<file path="src/hdl/subs_pkg.sv">
package subs_pkg;

	localparam int OutcomeW = 3;
	localparam int KeyW     = 4;
	localparam int SenseW   = 8;
	localparam int CmdW     = 4;
	localparam int StatusW  = 2;
	localparam int PosW     = 5;
	localparam int CfgIdxW  = 2;
	localparam int InDataW  = 24;
	localparam int OutDataW = 16;

	// sequencer positions
	typedef enum logic [PosW-1:0] {
		P_INQ           = 5'd0,
		P_INQ_SENSE     = 5'd1,
		P_NOT_READY     = 5'd2,
		P_NR_SENSE      = 5'd3,
		P_START         = 5'd4,
		P_START_SENSE   = 5'd5,
		P_PREVENT       = 5'd6,
		P_PREVENT_SENSE = 5'd7,
		P_READ_CAP      = 5'd8,
		P_MS10          = 5'd9,
		P_MS10_SENSE    = 5'd10,
		P_MS6           = 5'd11,
		P_MS6_SENSE     = 5'd12,
		P_CONNECTED     = 5'd13,
		P_STATUS_CHECK  = 5'd14,
		P_ALLOW         = 5'd15,
		P_STOP          = 5'd16,
		P_SENSE         = 5'd17
	} pos_t;

	typedef enum logic [CmdW-1:0] {
		CMD_INQUIRY  = 4'd0,
		CMD_SENSE    = 4'd1,
		CMD_TUR      = 4'd2,
		CMD_START    = 4'd3,
		CMD_STOP     = 4'd4,
		CMD_PREVENT  = 4'd5,
		CMD_ALLOW    = 4'd6,
		CMD_READCAP  = 4'd7,
		CMD_MS10     = 4'd8,
		CMD_MS6      = 4'd9,
		CMD_NONE     = 4'd10
	} cmd_t;

	typedef enum logic [StatusW-1:0] {
		ST_CONT   = 2'd0,
		ST_DONE   = 2'd1,
		ST_NOTSUP = 2'd2,
		ST_FATAL  = 2'd3
	} status_t;

	// transport outcome codes
	localparam logic [OutcomeW-1:0] OC_GOOD   = 3'd0;
	localparam logic [OutcomeW-1:0] OC_FAILED = 3'd1;
	localparam logic [OutcomeW-1:0] OC_PHASE  = 3'd2;
	localparam logic [OutcomeW-1:0] OC_NOTSUP = 3'd3;

	// sense codes of interest
	localparam logic [KeyW-1:0]   KEY_NOT_READY   = 4'd2;
	localparam logic [KeyW-1:0]   KEY_ILLEGAL_REQ = 4'd5;
	localparam logic [KeyW-1:0]   KEY_UNIT_ATTN   = 4'd6;
	localparam logic [SenseW-1:0] ASC_NOT_READY   = 8'h04;
	localparam logic [SenseW-1:0] ASCQ_INIT_REQD  = 8'h02;

	// register indexes
	localparam logic [CfgIdxW-1:0] REG_REMOVABLE   = 2'd0;
	localparam logic [CfgIdxW-1:0] REG_BLOCK_CMDS  = 2'd1;
	localparam logic [CfgIdxW-1:0] REG_STATUS_POLL = 2'd2;

	typedef struct packed {
		logic removable_media;
		logic block_commands_supported;
		logic status_check_enable;
	} cfg_t;

	typedef struct packed {
		pos_t    np;
		status_t st;
		logic    set_ssr;
	} step_res_t;

	function automatic cmd_t cmd_of(input pos_t p);
		cmd_t c;
		case (p)
			P_INQ:          c = CMD_INQUIRY;
			P_NOT_READY:    c = CMD_TUR;
			P_START:        c = CMD_START;
			P_PREVENT:      c = CMD_PREVENT;
			P_READ_CAP:     c = CMD_READCAP;
			P_MS10:         c = CMD_MS10;
			P_MS6:          c = CMD_MS6;
			P_CONNECTED:    c = CMD_NONE;
			P_STATUS_CHECK: c = CMD_TUR;
			P_ALLOW:        c = CMD_ALLOW;
			P_STOP:         c = CMD_STOP;
			default:        c = CMD_SENSE;
		endcase
		return c;
	endfunction

endpackage

</file>
<file path="src/hdl/subs_step.sv">
module subs_step (
	input  subs_pkg::pos_t                     pos,
	input  logic [subs_pkg::OutcomeW-1:0]      outcome,
	input  logic [subs_pkg::KeyW-1:0]          sense_key,
	input  logic [subs_pkg::SenseW-1:0]        sense_asc,
	input  logic [subs_pkg::SenseW-1:0]        sense_ascq,
	input  subs_pkg::cfg_t                     cfg,
	input  logic                               ssr,
	output subs_pkg::step_res_t                res,
	output subs_pkg::cmd_t                     next_command,
	output logic                               connected
);
	import subs_pkg::*;

	typedef enum logic [2:0] {EV_PASS, EV_FAIL, EV_ERR, EV_NOTSUP, EV_FATAL} ev_t;

	ev_t  ev;
	cmd_t cur_cmd;
	logic ok, err, after_cap, pos_valid;
	pos_t sense_np;
	status_t sense_st;

	assign cur_cmd   = cmd_of(pos);
	assign pos_valid = (pos <= P_SENSE);
	assign after_cap = cfg.removable_media;
	assign ok        = (ev == EV_PASS);
	assign err       = (ev == EV_ERR);

	// outcome mapping per issued command
	always_comb begin
		case (cur_cmd)
			CMD_NONE: ev = EV_PASS;
			CMD_INQUIRY: begin
				if (outcome == OC_GOOD)        ev = EV_PASS;
				else if (outcome == OC_FAILED) ev = EV_FAIL;
				else if (outcome == OC_NOTSUP) ev = EV_NOTSUP;
				else                           ev = EV_FATAL;
			end
			CMD_SENSE: begin
				if (outcome == OC_GOOD)        ev = EV_PASS;
				else if (outcome == OC_FAILED) ev = EV_NOTSUP;
				else                           ev = EV_FATAL;
			end
			CMD_READCAP, CMD_MS10, CMD_MS6: begin
				if (outcome == OC_GOOD)        ev = EV_PASS;
				else if (outcome == OC_FAILED) ev = EV_FAIL;
				else if (outcome == OC_PHASE)  ev = EV_ERR;
				else if (outcome == OC_NOTSUP) ev = EV_NOTSUP;
				else                           ev = EV_FATAL;
			end
			default: ev = (outcome == OC_GOOD) ? EV_PASS : EV_FAIL;
		endcase
	end

	// unit attention restarts, anything else gives up at not ready
	assign sense_np = (sense_key == KEY_UNIT_ATTN) ? P_INQ : P_NOT_READY;
	assign sense_st = (sense_key == KEY_UNIT_ATTN) ? ST_CONT : ST_DONE;

	// next state
	always_comb begin
		res.np      = pos;
		res.st      = ST_CONT;
		res.set_ssr = 1'b0;
		if (!pos_valid) begin
			res.np = P_INQ;
		end else if (ev == EV_NOTSUP) begin
			res.st = ST_NOTSUP;
		end else if (ev == EV_FATAL) begin
			res.st = ST_FATAL;
		end else begin
			case (pos)
				P_INQ: res.np = ok ? P_NOT_READY : P_INQ_SENSE;
				P_INQ_SENSE: begin
					res.np = P_INQ;
					res.st = ST_DONE;
				end
				P_NOT_READY: begin
					if (ok)
						res.np = (cfg.block_commands_supported && after_cap) ?
						         P_PREVENT : P_READ_CAP;
					else
						res.np = P_NR_SENSE;
				end
				P_NR_SENSE: begin
					if (sense_key == KEY_NOT_READY && sense_asc == ASC_NOT_READY &&
					    sense_ascq == ASCQ_INIT_REQD) begin
						res.set_ssr = 1'b1;
						res.np      = P_START;
					end else begin
						res.np = sense_np;
						res.st = sense_st;
					end
				end
				P_START: begin
					if (ok) res.np = after_cap ? P_PREVENT : P_READ_CAP;
					else    res.np = P_START_SENSE;
				end
				P_START_SENSE:   res.np = after_cap ? P_PREVENT : P_READ_CAP;
				P_PREVENT:       res.np = ok ? P_READ_CAP : P_PREVENT_SENSE;
				P_PREVENT_SENSE: res.np = P_READ_CAP;
				P_READ_CAP: begin
					if (ok) begin
						res.np = P_MS10;
					end else begin
						res.np = err ? P_NOT_READY : P_SENSE;
						res.st = ST_DONE;
					end
				end
				P_MS10: begin
					if (ok) begin
						res.np = P_CONNECTED;
						res.st = ST_DONE;
					end else begin
						res.np = err ? P_MS6 : P_MS10_SENSE;
					end
				end
				P_MS10_SENSE: begin
					if (sense_key == KEY_ILLEGAL_REQ) begin
						res.np = P_MS6;
					end else begin
						res.np = sense_np;
						res.st = sense_st;
					end
				end
				P_MS6: begin
					if (ok || err) begin
						res.np = P_CONNECTED;
						res.st = ST_DONE;
					end else begin
						res.np = P_MS6_SENSE;
					end
				end
				P_MS6_SENSE: begin
					if (sense_key == KEY_ILLEGAL_REQ) begin
						res.np = P_CONNECTED;
						res.st = ST_DONE;
					end else begin
						res.np = sense_np;
						res.st = sense_st;
					end
				end
				P_CONNECTED: begin
					if (after_cap) begin
						res.np = cfg.status_check_enable ? P_STATUS_CHECK : P_ALLOW;
					end else if (ssr) begin
						res.np = P_STOP;
					end else begin
						res.np = P_NOT_READY;
						res.st = ST_DONE;
					end
				end
				P_STATUS_CHECK: begin
					if (ok) begin
						res.np = P_CONNECTED;
						res.st = ST_DONE;
					end else begin
						res.np = P_SENSE;
					end
				end
				P_ALLOW: begin
					if (!ok) begin
						res.np = P_INQ;
						res.st = ST_DONE;
					end else if (ssr) begin
						res.np = P_STOP;
					end else begin
						res.np = P_NOT_READY;
						res.st = ST_DONE;
					end
				end
				P_STOP: begin
					res.np = ok ? P_NOT_READY : P_INQ;
					res.st = ST_DONE;
				end
				default: begin
					res.np = P_NOT_READY;
					res.st = ST_DONE;
				end
			endcase
		end
	end

	// outputs of the new position
	always_comb begin
		next_command = cmd_of(res.np);
		connected    = (res.np == P_CONNECTED);
	end

endmodule

</file>
<file path="src/hdl/scsi_unit_bringup_sequencer.sv">
// Channel  | Dir | Handshake          | Contents
// ---------+-----+--------------------+-------------------------------------------
// s_*      | in  | s_tvalid/s_tready  | one command outcome plus last sense data
// m_*      | out | m_tvalid/m_tready  | next command, status, connected, position
// cfg_*    | in  | cfg_wr_en          | removable, block cmds, status poll (1b each)
//
// One item per cycle sustained while m_tready is high. An accepted item waits in the
// input register while the position register drives a short next-state decode; the
// result enters the output register, raising m_tvalid, when it is free. Position updates
// as the result is stored, so the following item sees it at once. arst_n clears position
// to inquiry, the start/stop-required flag and the config bits. A stall on m_tready holds
// the result; the input register takes one more item, then s_tready drops until it moves.
module scsi_unit_bringup_sequencer (
	input  logic                                clk,
	input  logic                                arst_n,
	input  logic                                s_tvalid,
	output logic                                s_tready,
	// [2:0] outcome, [6:3] sense_key, [14:7] sense_asc, [22:15] sense_ascq
	input  logic [subs_pkg::InDataW-1:0]        s_tdata,
	output logic                                m_tvalid,
	input  logic                                m_tready,
	// [3:0] next_command, [5:4] step_status, [6] connected, [11:7] position
	output logic [subs_pkg::OutDataW-1:0]       m_tdata,
	input  logic                                cfg_wr_en,
	input  logic [subs_pkg::CfgIdxW-1:0]        cfg_index,
	input  logic                                cfg_data
);
	import subs_pkg::*;

	// input stage
	logic                  v_s1;
	logic [OutcomeW-1:0]   outcome_s1;
	logic [KeyW-1:0]       key_s1;
	logic [SenseW-1:0]     asc_s1;
	logic [SenseW-1:0]     ascq_s1;

	// result stage
	logic                  v_s2;
	cmd_t                  cmd_s2;
	status_t               st_s2;
	logic                  conn_s2;
	pos_t                  pos_s2;

	// sequencer state and config
	pos_t                  pos_q;
	logic                  ssr_q;
	cfg_t                  cfg_q;

	step_res_t             res;
	cmd_t                  nxt_cmd;
	logic                  nxt_conn;
	logic                  adv_s1, take_s0;

	assign adv_s1   = v_s1 && (!v_s2 || m_tready);
	assign s_tready = !v_s1 || adv_s1;
	assign take_s0  = s_tvalid && s_tready;

	always_ff @(posedge clk or negedge arst_n) begin
		if (!arst_n) begin
			cfg_q <= '0;
		end else if (cfg_wr_en) begin
			case (cfg_index)
				REG_REMOVABLE:   cfg_q.removable_media          <= cfg_data;
				REG_BLOCK_CMDS:  cfg_q.block_commands_supported <= cfg_data;
				REG_STATUS_POLL: cfg_q.status_check_enable      <= cfg_data;
				default: ;
			endcase
		end
	end

	always_ff @(posedge clk or negedge arst_n) begin
		if (!arst_n) begin
			v_s1 <= 1'b0;
		end else if (s_tready) begin
			v_s1 <= s_tvalid;
		end
	end

	always_ff @(posedge clk) begin
		if (take_s0) begin
			outcome_s1 <= s_tdata[2:0];
			key_s1     <= s_tdata[6:3];
			asc_s1     <= s_tdata[14:7];
			ascq_s1    <= s_tdata[22:15];
		end
	end

	subs_step u_step (
		.pos          (pos_q),
		.outcome      (outcome_s1),
		.sense_key    (key_s1),
		.sense_asc    (asc_s1),
		.sense_ascq   (ascq_s1),
		.cfg          (cfg_q),
		.ssr          (ssr_q),
		.res          (res),
		.next_command (nxt_cmd),
		.connected    (nxt_conn)
	);

	// state commits when the result is stored
	always_ff @(posedge clk or negedge arst_n) begin
		if (!arst_n) begin
			pos_q <= P_INQ;
			ssr_q <= 1'b0;
		end else if (adv_s1) begin
			pos_q <= res.np;
			if (res.set_ssr)
				ssr_q <= 1'b1;
		end
	end

	always_ff @(posedge clk or negedge arst_n) begin
		if (!arst_n) begin
			v_s2 <= 1'b0;
		end else if (!v_s2 || m_tready) begin
			v_s2 <= v_s1;
		end
	end

	always_ff @(posedge clk) begin
		if (adv_s1) begin
			cmd_s2  <= nxt_cmd;
			st_s2   <= res.st;
			conn_s2 <= nxt_conn;
			pos_s2  <= res.np;
		end
	end

	assign m_tvalid = v_s2;
	assign m_tdata  = {4'b0000, pos_s2, conn_s2, st_s2, cmd_s2};

endmodule
</file>
<file path="config.mk">
export PLATFORM = sky130hd
export DESIGN_NAME = scsi_unit_bringup_sequencer
export DESIGN_NICKNAME = d
export VERILOG_FILES = /design/src/hdl/subs_pkg.sv /design/src/hdl/subs_step.sv /design/src/hdl/scsi_unit_bringup_sequencer.sv
export SDC_FILE = /design/constraint.sdc
export NUM_CORES = 1
export LEC_CHECK = 0
export BUFFER_PORTS_ARGS = -buffer_cell sky130_fd_sc_hd__clkbuf_2
export CORE_UTILIZATION = 40
export DETAILED_ROUTE_END_ITERATION = 12
export PLACE_DENSITY = 0.61
export SLEW_MARGIN = 30
export SYNTH_ARGS = -nofsm -noshare
export SYNTH_HDL_FRONTEND = slang
export SYNTH_SLANG_ARGS = --single-unit
export TNS_END_PERCENT = 1
</file>
<file path="constraint.sdc">
create_clock -name clk -period 3.85 [get_ports clk]
set_clock_uncertainty 0.15 [all_clocks]
set_input_delay 1.155 -clock clk [delete_from_list [all_inputs] [get_ports clk]]
set_output_delay 1.155 -clock clk [all_outputs]
set_load 0.02 [all_outputs]
</file>
### After elaboration in Yosys (flattened, before gate mapping)

Memories as Yosys holds them, arrays and structs flattened. A register that Yosys moved wholly into a read port is not among the register bits.
Index checks and enable logic that the tools add are counted.

* register bits: 42
* ROM bits: 256
* output and inout bits: 18
* memories kept: 2

* $lt $le $gt $ge: 1
* equality and inequality tests: 35
* mux-type cells: 51
* bitwise operators: 1
* reductions and logical operators: 23

Memories
* (no name shown): depth 32, width 4, rd ports 1, clocked after Yosys merged registers in 1, wr ports 0, RTL line subs_pkg.sv:88 `case (p)`
* (no name shown): depth 32, width 4, rd ports 1, clocked after Yosys merged registers in 0, wr ports 0, RTL line subs_pkg.sv:88

Operator list (count)
* one-hot mux 5 bit (17 select lines): 1
* two-way mux 5 bit: 13
* == test 5 x 4 -> 1 bit, second input constant: 9
* two-way mux 3 bit: 8
* == test 5 x 3 -> 1 bit, second input constant: 4
* one-hot mux 2 bit (9 select lines): 1
* two-way mux 2 bit: 8
* two-way mux 1 bit: 14
* two-way mux 7 bit: 2
* == test 3 x 2 -> 1 bit, second input constant: 4
* == test 4 x 3 -> 1 bit, second input constant: 3
* == test 4 bit, second input constant: 3
* two-way mux 4 bit: 3
* one-hot mux 3 bit (4 select lines): 1
* == test 5 x 2 -> 1 bit, second input constant: 2
* == test 8 x 2 -> 1 bit, second input constant: 1
* == test 8 x 3 -> 1 bit, second input constant: 1
* AND reduction 2 bit: 4
* logical NOT 3 bit: 2
* OR reduction 6 bit: 1
* == test 5 x 1 -> 1 bit, second input constant: 1
* == test 5 bit, second input constant: 1
* less-or-equal comparator 5 bit, second input constant: 1
* logical AND 1 bit: 5
* other kinds (14): 18

### Logic depth before layout (Yosys ltp)

Gate-level depths: netlist of the first run.

* depth in word-level cells: 14
* mapped depth: 12
* depth with buffers taken out: 10

### By module

From an unflattened synthesis of the first run, not the netlist that was laid out.

* cell total of the unflattened synthesis: 269
* area, all modules: 2891.5 um2

Modules (own cells, without submodules)
* scsi_unit_bringup_sequencer: times used 1, cells an instance 71, area each 1564.0 um2, seq. area each 1326.3 um2
* subs_step: times used 1, cells an instance 198, area each 1327.5 um2, seq. area each 0.0 um2

### Worst setup path after synthesis of the first run

OpenSTA, ideal clock, no wires.

* kind: flip-flop to flip-flop
* start point: register pos_q[0]
* end point: register cmd_s2[1] (data pin)
* library setup time: 180 ps
* data arrival time: 2701 ps
* required time: 3520 ps
* slack: 819 ps
* stages on the path, launching flop included: 11
* cell sequence: dfrtp_1 -> or4_4 -> nor4_4 -> a41oi_2 -> nor2b_4 -> o211a_4 -> o2111a_2 -> a211oi_4 -> inv_2 -> or4_1 -> o311ai_1

RTL lines
* start, declared: RTL line scsi_unit_bringup_sequencer.sv:45 `pos_t pos_q;`
* start signal, assigned: RTL line scsi_unit_bringup_sequencer.sv:107 `pos_q <= res.np;`
* end, declared: RTL line scsi_unit_bringup_sequencer.sv:39 `cmd_t cmd_s2;`

==> reports/metrics.cfg, run 1 <==
[cts]
cts_tree = built
post-cts-setup-buffers = 0
clock-sinks = 46
h-tree-depth = 2
path_clk_slew_ns = 0.09
cts_buffers = 5
cts_hold_buf = 0
clk_root_buffer_cell = clkbuf_8
clk_latency_ns = 0.30
clk_path_buf_depth = 2
cts_resized = 0

[timing]
relSlewSlack_pct = 56.4
timing.fmax_ghz = 0.289
finalCriticalPeriod_ns = 3.47
fin_setup_tns_ns = 0
finalHoldViolCount = 0
rsz0062_at_grt = false
tightestPinTransition_ns = 0.649
finalSetupViolCount = 0
post-route-period-util_pct = 90.0
slew_violations = 0

[global_routing]
gr-total-overflow = 0
grt_max_degree = 24
grt_pass1_wl_um = 10400
grt_pass1_vias = 2163
grt_use_total_pct = 18.3
antenna_found_initial = 0

[final_layout]
fill_cells = 641
multi_input_area_um2 = 1330
areaGrowthSynthToFinish_pct = 18.3
drive_above_1_share_pct = 26.9
num-nets-final = 365
regArea_um2 = 1330
diodes = 0
fin_cells = 414

[drt]
drcViolationCount = 0
postRouteAntennaNets = 0
dr.first_iter.drc_count = 158
post_drt_wl_per_cell_um = 15.1
drt_pre_antenna_iters = 4
via_count = 2320
finalWirelength_um = 6230
post_drt_via_cell_ratio = 5.60

[hold_path]
min_to = m_tvalid
worstHoldPathCells = 1
holdCritStartpoint = v_s1
min_path_type = reg -> reg

[die]
core_region_area_um2 = 6760
die_area_um2 = 7280
die_w_um = 85.4
placementRows = 30
start_util_pct = 41.1
die_height_um = 85.4
pin_count = 50

[setup_path]
cp_top_family = compound AO/OA/AOI/OAI gates
crit_chain = nor2_1, a41oi_2, or2b_1, a21boi_1, nor2_1, a21boi_2, inv_1, nor3_1, a21oi_1
required_ns = 3.76
crit_top_cell = nor2_1
reg2reg_slack_ns = 0.38
cp_max_fo = 18
path_buf_inv = 1
crit_arrival_ns = 3.38
worstSetupStartpointType = flop
worstSetupPathType = reg -> reg
r2r_cells = 9
regToRegStartpoint = pos_q[2]
cpPeakStageDelay_ns = 0.74
rr_endpoint = cmd_s2[0]
slowest_stage = dfrtp_1
cp-end-kind = flop

[place]
io_buffers = 44
gp_congestion = 0.955
dp_cells = 406
dp_hpwl_um = 4660

[power_and_ir_drop]
p_comb_share_pct = 52.7
pwr-share-clk_pct = 15.2
leakagePower_nw = 1.31
ir_drop_mv = 0.220
p_per_area_nw_per_um2 = 721
seq_power_share_pct = 32.1
p_int_mw = 1.39
switchingPower_mw = 0.981
switching_share_pct = 41.4

[yosys]
synth_seq_cells = 46
synthDistinctLibCells = 63
synth_edf_count = 35
synth-main-ff-cell = edfxtp_1
async_flop_share_pct = 23.9
synth_cells = 277
syn_area_per_cell_um2 = 10.0
yosys_warnings = 0
syn_area_um2 = 2780
synth_seq_area_share_pct = 47.7

[run]
drv_cap = 0

[outcome]
status = finished clean

[final cells by class]
cell class              count  share of cell area, %
flip-flops and latches     46                   40.3
multi-input cells         204                   40.3
repair buffers             66                   11.7
well taps                  80                   3.04
clock buffers               5                   2.09
clock inverters             3                   1.33
inverters                  10                   1.14
[synthesized netlist by cell type (4+ instances only)]
cell type  count  share of area [%]
and2_1         4               0.90
nand3b_1       6                1.6
clkbuf_1       6               0.81
o22ai_1        4               0.90
nor3_1        11                2.0
a31oi_1        6                1.4
a311oi_1       4                1.3
nand3_1        7                1.3
o21ai_0       12                2.2
buf_4          5                1.4
nand2b_1      10                2.3
nor2b_1       14                3.2
inv_1          9                1.2
buf_2          6                1.1
dfrtp_1       11                9.9
mux2_2         4                1.6
edfxtp_1      35                 38
o211ai_1       4                1.1
nand2_1       22                3.0
o21a_1         4                1.1
a21oi_1        8                1.4
o21ai_1        4               0.72
nor2_1        21                2.8
nor4_1         4               0.90
[placed cells by master (no fill, tap or decap), drive strengths merged, types with 7 or more instances in the layout]
cell	n
clkbuf	49
nand3	7
buf	22
nor3	11
o21ai	16
nand2	22
nor2	21
inv	11
nor2b	15
nand2b	10
dfrtp	11
a21oi	8
edfxtp	35
[power by group through the flow]
stage               Combinational (mW)  Sequential, mW  Clock (mW)
floorplan                        0.827           0.782           0
global placement                  1.23           0.770           0
detailed placement                1.23           0.772           0
CTS                               1.24           0.761       0.371
global route                      1.37           0.777       0.388
finish                            1.25           0.762       0.360
[kinds of logic (layout without fill, tap and decap cells)]
family	Yosys count	count (layout)	synth area share, %
multiplexers	7	7	2.70
AND/OR/NAND/NOR	119	119	24.4
other	1	4	0.135
flip-flops	46	46	47.7
adder cells (fa/ha/maj)	1	1	0.360
AO/OA/AOI/OAI	72	72	19.4
XOR/XNOR	1	1	0.315
buffers and inverters	30	84	5.00
[stage by stage]
| stage | hold WS (ns) | cell area [um2] | setup slack [ns] | utilization (%) | power, mW |
|---|---|---|---|---|---|
| after global routing | 0.387 | 3290 | 0.183 | 48.7 | 2.53 |
| final | 0.355 | 3290 | 0.385 | 48.7 | 2.37 |
| after global placement | 0.323 | 3170 | 0.484 | 47.0 | 2.00 |
| after detailed placement | 0.336 | 3170 | 0.475 | 47.0 | 2.00 |
| after floorplan | 0.307 | 2790 | 0.819 | - | 1.61 |
| after CTS | 0.355 | 3290 | 0.443 | 48.6 | 2.37 |
[metal layers]
metal	vias to the layer above	track usage (%)	wire [um]
met4	0	4.70	48
li1	1145	-	-
met2	82	29.8	2930
met1	1088	25.0	2930
met5	-	0	0
met3	5	3.50	329
[state kept, by name, indices dropped and copies added, names as in the netlist]
register / count
conn_s2: 1
m_tvalid: 1
ssr_q: 1
pos_q: 5
st_s2: 2
outcome_s1: 3
v_s1: 1
pos_s2: 5
cmd_s2: 4
asc_s1: 8
cfg_q: 3
key_s1: 4
ascq_s1: 8
[how the worst max path moves through the flow]
stage	start	endpoint	slack, ns	cells after the start
CTS	pos_q[2]	cmd_s2[1]	0.44	9
global route	pos_q[2]	cmd_s2[0]	0.18	9
detailed placement	pos_q[2]	cmd_s2[1]	0.48	9
finish	pos_q[2]	cmd_s2[0]	0.38	9
floorplan	pos_q[0]	cmd_s2[1]	0.82	10
global placement	pos_q[3]	cmd_s2[1]	0.48	11
No activity file was read; power rests on OpenSTA's default activity.
==> run 2, diff against run 1 <==
CORE_MARGIN = 2   (was default)
PLACE_DENSITY = 0.64   (was 0.61)
clock period = 3.18 ns   (was 3.85 ns; I/O delays follow)
==> run 2 against run 1 <==
  * Global-route usage down 0.24 points
  * Critical endpoint is now cmd_s2[1]
  * Clock power down 4%
  * Die area up 4.7%
  * Core utilization up 4.2 points
  * Register-to-register slack worse by 0.40 ns
  * Sequential share of layout area down 3.0 points
  * The flow now finishes with violations (negative setup slack)
  * Critical path depth up 1
  * Largest power group unchanged
  * Power up 32%
  * Via count up 7.2%
  * Highest routed layer unchanged
  * Non-clock buffer count up 29
  * Design area up 8.6%
  * Count of clock-buffer cells in the layout up 1
==> reports/metrics.cfg, run 2 (same netlist as run 1, synthesis figures left out) <==
[outcome]
status = finished with violations
violations = negative setup slack

[power_and_ir_drop]
switching_share_pct = 41.2
switchingPower_mw = 1.29
leakagePower_nw = 1.46
ir_drop_mv = 0.337
p_int_mw = 1.85
p_per_area_nw_per_um2 = 879
seq_power_share_pct = 28.6
pwr-share-clk_pct = 11.1
p_comb_share_pct = 60.4

[final_layout]
largest_registers = asc_s1: 8 flops, ascq_s1: 8 flops
areaGrowthSynthToFinish_pct = 28.5
regArea_um2 = 1330
fill_cells = 612
drive_above_1_share_pct = 36.9
num-nets-final = 394
fin_cells = 443
layout.cells.most_common = buf_4
multi_input_area_um2 = 1390
mostFrequentLayoutCells = buf_4, clkbuf_2, edfxtp_1
diodes = 0

[hold_path]
min_path_type = in -> async

[drt]
via_count = 2488
post_drt_wl_per_cell_um = 15.2
post_drt_via_cell_ratio = 5.62
drcViolationCount = 0
postRouteAntennaNets = 0
finalWirelength_um = 6720
dr.first_iter.drc_count = 206
drt_pre_antenna_iters = 5

[die]
die_height_um = 87.4
pin_count = 50
die_area_um2 = 7630
start_util_pct = 41.1
placementRows = 30
core_region_area_um2 = 6760
die_w_um = 87.4

[timing]
finalHoldViolCount = 0
timing.final.ws_setup_ns = -0.0108
post-route-period-util_pct = 100
tightestPinTransition_ns = 0.593
slew_violations = 0
finalCriticalPeriod_ns = 3.19
hold_ws_ns = 0.367
relSlewSlack_pct = 60.4
rsz0062_at_grt = true
finalSetupViolCount = 1
timing.fmax_ghz = 0.313

[global_routing]
antenna_found_initial = 0
grt_pass1_wl_um = 10800
gr-total-overflow = 0
grt_pass1_vias = 2256
grt_max_degree = 24
grt_use_total_pct = 18.0

[setup_path]
rr_endpoint = cmd_s2[1]
regToRegStartpoint = pos_q[1]
reg2reg_slack_ns = -0.01
cp_max_fo = 5
required_ns = 3.16
crit_arrival_ns = 3.17
worstSetupStartpointType = flop
cp-end-kind = flop
r2r_cells = 10
worstSetupPathType = reg -> reg

[place]
dp_hpwl_um = 4990
io_buffers = 44
dp_cells = 428
gp_congestion = 0.890
pre_cts_ws_ns = -0.0932

[cts]
h-tree-depth = 2
path_clk_slew_ns = 0.09
clk_latency_ns = 0.30
clk_root_buffer_cell = clkbuf_8
clk_path_buf_depth = 2
cts_tree = built
cts_buffers = 5
clock-sinks = 46

[run]
drv_cap = 0

-- run 2: cell types whose count changed in the layout (fill, tap and decap cells not counted), sizes merged --
cell / previous run / this run
buf: 22 / 51
bufinv: 1 / 0
clkbuf: 49 / 50
clkinv: 1 / 2
inv: 11 / 10
-- run 2: power by group through the flow --
stage	clock, mW	combinational, mW	sequential, mW
global placement	0	1.70	0.910
floorplan	0	1.00	0.947
CTS	0.356	1.73	0.902
detailed placement	0	1.71	0.912
finish	0.347	1.90	0.896
global route	0.381	2.06	0.910
-- run 2: how the worst max path moves through the flow --
stage                      to  depth (start not counted)  startpoint
floorplan           cmd_s2[1]                         10    pos_q[0]
global placement    cmd_s2[1]                         10    pos_q[3]
detailed placement  cmd_s2[1]                         10    pos_q[2]
CTS                 cmd_s2[1]                         10    pos_q[3]
global route        cmd_s2[1]                         11    pos_q[4]
finish              cmd_s2[1]                         10    pos_q[1]
-- run 2: area by class of cell --
type	instances	share of cell area, %
Clock buffer	6	2.03
Multi-Input combinational cell	204	38.8
Inverter	10	1.05
Clock inverter	2	0.385
Timing Repair Buffer	95	17.6
Sequential cell	46	37.3
Tap cell	80	2.80
-- run 2: repair_timing --
item	in CTS	in global routing
setup buffers	0	7
pin swaps	0	6
resized for setup	6	15
hold buffers	0	0
setup endpoints to repair	1	4
-- run 2: through the flow --
stage	util (%)	cell area [um2]	power [mW]	TNS, ns
CTS	51.1	3450	2.98	0
floorplan	-	2790	1.95	0
global placement	49.6	3350	2.61	-0.0610
detailed placement	49.6	3350	2.62	-0.0932
global route	52.9	3570	3.35	-0.0905
finish	52.9	3570	3.14	-0.0108
-- run 2: routing by layer --
| layer | routed length (um) | up-vias | track usage (%) |
|---|---|---|---|
| met4 | 39 | 0 | 5.59 |
| met2 | 3340 | 96 | 29.3 |
| li1 | - | 1210 | - |
| met3 | 373 | 6 | 3.70 |
| met5 | 0 | - | 0 |
| met1 | 2960 | 1176 | 24.2 |
-- run 2: critical path: stages, from the launching register on --
cell	delay, ns
dfrtp_2	0.45
or4_4	0.57
nor4_4	0.25
a41oi_2	0.11
nand2_2	0.19
mux2i_2	0.10
a311oi_2	0.29
a311oi_2	0.16
buf_4	0.19
or4_4	0.48
o311ai_2	0.09
==> run 3, diff against run 2 <==
CORE_MARGIN = 10   (was 2)
PLACE_DENSITY = 0.63   (was 0.64)
SYNTH_HIERARCHICAL = 1   (was default)
clock period = 2.8 ns   (was 3.18 ns; I/O delays follow)
==> run 3 against run 2 <==
  * The run still ends with negative setup slack left
  * Power grew 63%
  * Wire length grew 41%
  * Clock power grew 41%
  * Sequential share of layout area shrank 8.2 points
  * Die area grew 45%
  * Non-clock buffer count grew 78
  * First-iteration DRC count shrank 3.9%
  * Core utilization grew 13 points
  * Critical endpoint is now cmd_s2[1]
  * Highest routed layer unchanged
==> reports/metrics.cfg, run 3 <==
[outcome]
status = finished with violations
violations = negative setup slack

[final_layout]
diodes = 0
num-nets-final = 466
drive_above_1_share_pct = 57.9
layout.cells.most_common = buf_4
fin_cells = 531
mostFrequentLayoutCells = buf_4, clkbuf_2, edfxtp_1
areaGrowthSynthToFinish_pct = 58.4
largest_registers = asc_s1: 8 flops, ascq_s1: 8 flops
postLayoutCoreUtil_pct = 66.3

[setup_path]
worstSetupPathType = reg -> reg
rr_endpoint = cmd_s2[1]
crit_end = cmd_s2[1]
required_ns = 2.68
r2r_cells = 14
crit_path_start = pos_q[3]
crit_top_cell = buf_4
slowest_stage = dfrtp_2
crit_arrival_ns = 3.16
cpPeakStageDelay_ns = 0.47
regToRegStartpoint = pos_q[3]
worstSetupStartpointType = flop
cp_max_fo = 6
reg2reg_slack_ns = -0.48
crit_chain = buf_4, a2111oi_4, nor3_2, xnor2_2, o31ai_4, buf_6, buf_4, a211oi_4, o31a_1, a221oi_4, buf_4, buf_4, o211ai_2, o311ai_2
cp-end-kind = flop

[yosys]
ys_top_cells_by_area = edfxtp_1, dfrtp_1, mux2_4
syn_area_um2 = 2890
synth_seq_area_share_pct = 45.9
syn_area_per_cell_um2 = 10.7
synth-main-ff-cell = edfxtp_1
synth_common_cells = edfxtp_1, nand2_1, nor2_1
async_flop_share_pct = 23.9
yosys_warnings = 6
synth_edf_count = 35
synth_seq_cells = 46
synth_top_area_cell = edfxtp_1
synth_cells = 269
synthDistinctLibCells = 75
synth.top_cell.area_share_pct = 36.3
synth_most_common_cell = edfxtp_1

[global_routing]
antenna_found_initial = 0
gr-total-overflow = 0
grt_use_total_pct = 16.3
grt_max_degree = 24
grt_pass1_wl_um = 14900
grt_pass1_vias = 2918

[power_and_ir_drop]
leakagePower_nw = 1.93
p_per_area_nw_per_um2 = 1120
ir_drop_mv = 0.438

[cts]
cts_buffers = 5
path_clk_slew_ns = 0.09
clock-sinks = 46
cts_tree = built
clk_root_buffer_cell = clkbuf_8
clk_latency_ns = 0.30
clk_path_buf_depth = 2
h-tree-depth = 2

[hold_path]
min_path_type = in -> async

[die]
die_area_um2 = 11000
die_height_um = 105
placementRows = 30
pin_count = 50
die_w_um = 105
start_util_pct = 41.9
core_region_area_um2 = 6910

[drt]
drcViolationCount = 0
dr.first_iter.drc_count = 198
post_drt_wl_per_cell_um = 17.8
drt_pre_antenna_iters = 5
finalWirelength_um = 9440
post_drt_via_cell_ratio = 5.47
via_count = 2905
postRouteAntennaNets = 0

[place]
pre_cts_ws_ns = -0.496
dp_cells = 486
gp_congestion = 0.948
io_buffers = 44
dp_hpwl_um = 6730

[timing]
relSlewSlack_pct = 62.9
fin_setup_tns_ns = -4.72
finalSetupViolCount = 16
finalCriticalPeriod_ns = 3.28
timing.fmax_ghz = 0.305
tightestPinTransition_ns = 0.550
finalHoldViolCount = 0
post-route-period-util_pct = 117
slew_violations = 0
hold_ws_ns = 0.263
timing.final.ws_setup_ns = -0.480
rsz0062_at_grt = true

[run]
drv_cap = 0

## run 3: where the power goes
group          internal, mW  switching [mW]  total [mW]
logic                  1.87            1.76        3.63
clock network         0.266           0.222       0.488
registers             0.915          0.0843       0.999
## run 3: layout make-up
| class | count | area [um2] |
|---|---|---|
| Clock inverter | 2 | 37.5 |
| Inverter | 12 | 45.0 |
| Sequential cell | 46 | 1330 |
| Fill cell | 556 | 2330 |
| Timing Repair Buffer | 173 | 1250 |
| Clock buffer | 6 | 72.6 |
| Multi-Input combinational cell | 196 | 1720 |
| Tap cell | 96 | 120 |
## run 3: how the worst min path moves through the flow
| stage | start | end | slack, ns |
|---|---|---|---|
| after global routing | arst_n | m_tvalid | 0.27 |
| after floorplan | pos_q[2] | pos_q[2] | 0.33 |
| after CTS | arst_n | v_s1 | 0.27 |
| final | arst_n | v_s1 | 0.26 |
| after detailed placement | v_s1 | m_tvalid | 0.40 |
| after global placement | cfg_q[0] | cfg_q[0] | 0.38 |
## run 3: layer usage
metal  vias up  GRT usage, %  wire length [um]
li1       1395             -                 -
met1      1364          19.7              3940
met2       122          27.9              4710
met3        24          3.62               537
met4         0          5.20               248
met5         -             0                 0
## run 3: worst max-delay path, delay by kind of cell (launching register included)
kind                   cells  cell delay, ns
flip-flops                 1            0.47
XOR/XNOR                   1            0.28
AO/OA/AOI/OAI              7            1.28
buffers and inverters      5            0.72
AND/OR/NAND/NOR            1            0.11
## run 3: logic make-up (layout without fill, tap and decap cells)
kind of cell               count (synthesis)  after routing  synth area share [%]
adders and majority gates                  2              2                 0.692
DFF                                       46             46                  45.9
other                                      1              4                 0.130
and+or+nand+nor                          102            102                  20.7
buffers and inverters                     31            193                  5.15
muxes                                     12             12                  5.19
xor gates and xnor gates                   2              2                 0.606
AOI/OAI and AO/OA                         73             74                  21.6
## run 3: metrics by stage
step | power (mW) | cell area (um2)
final | 5.12 | 4580
after global routing | 5.41 | 4580
after CTS | 4.79 | 4420
after detailed placement | 3.74 | 3940
after global placement | 3.73 | 3940
after floorplan | 2.58 | 2990
## run 3: timing repair
action / 4_1_cts / 5_1_grt
endpoints found under the setup margin: 17 / 17
endpoints found under the hold margin: 0 / 0
cloned: 1 / 0
pin swaps: 19 / 17
hold buffers: 0 / 0
buffers inserted: 27 / 10
resized for setup: 41 / 19
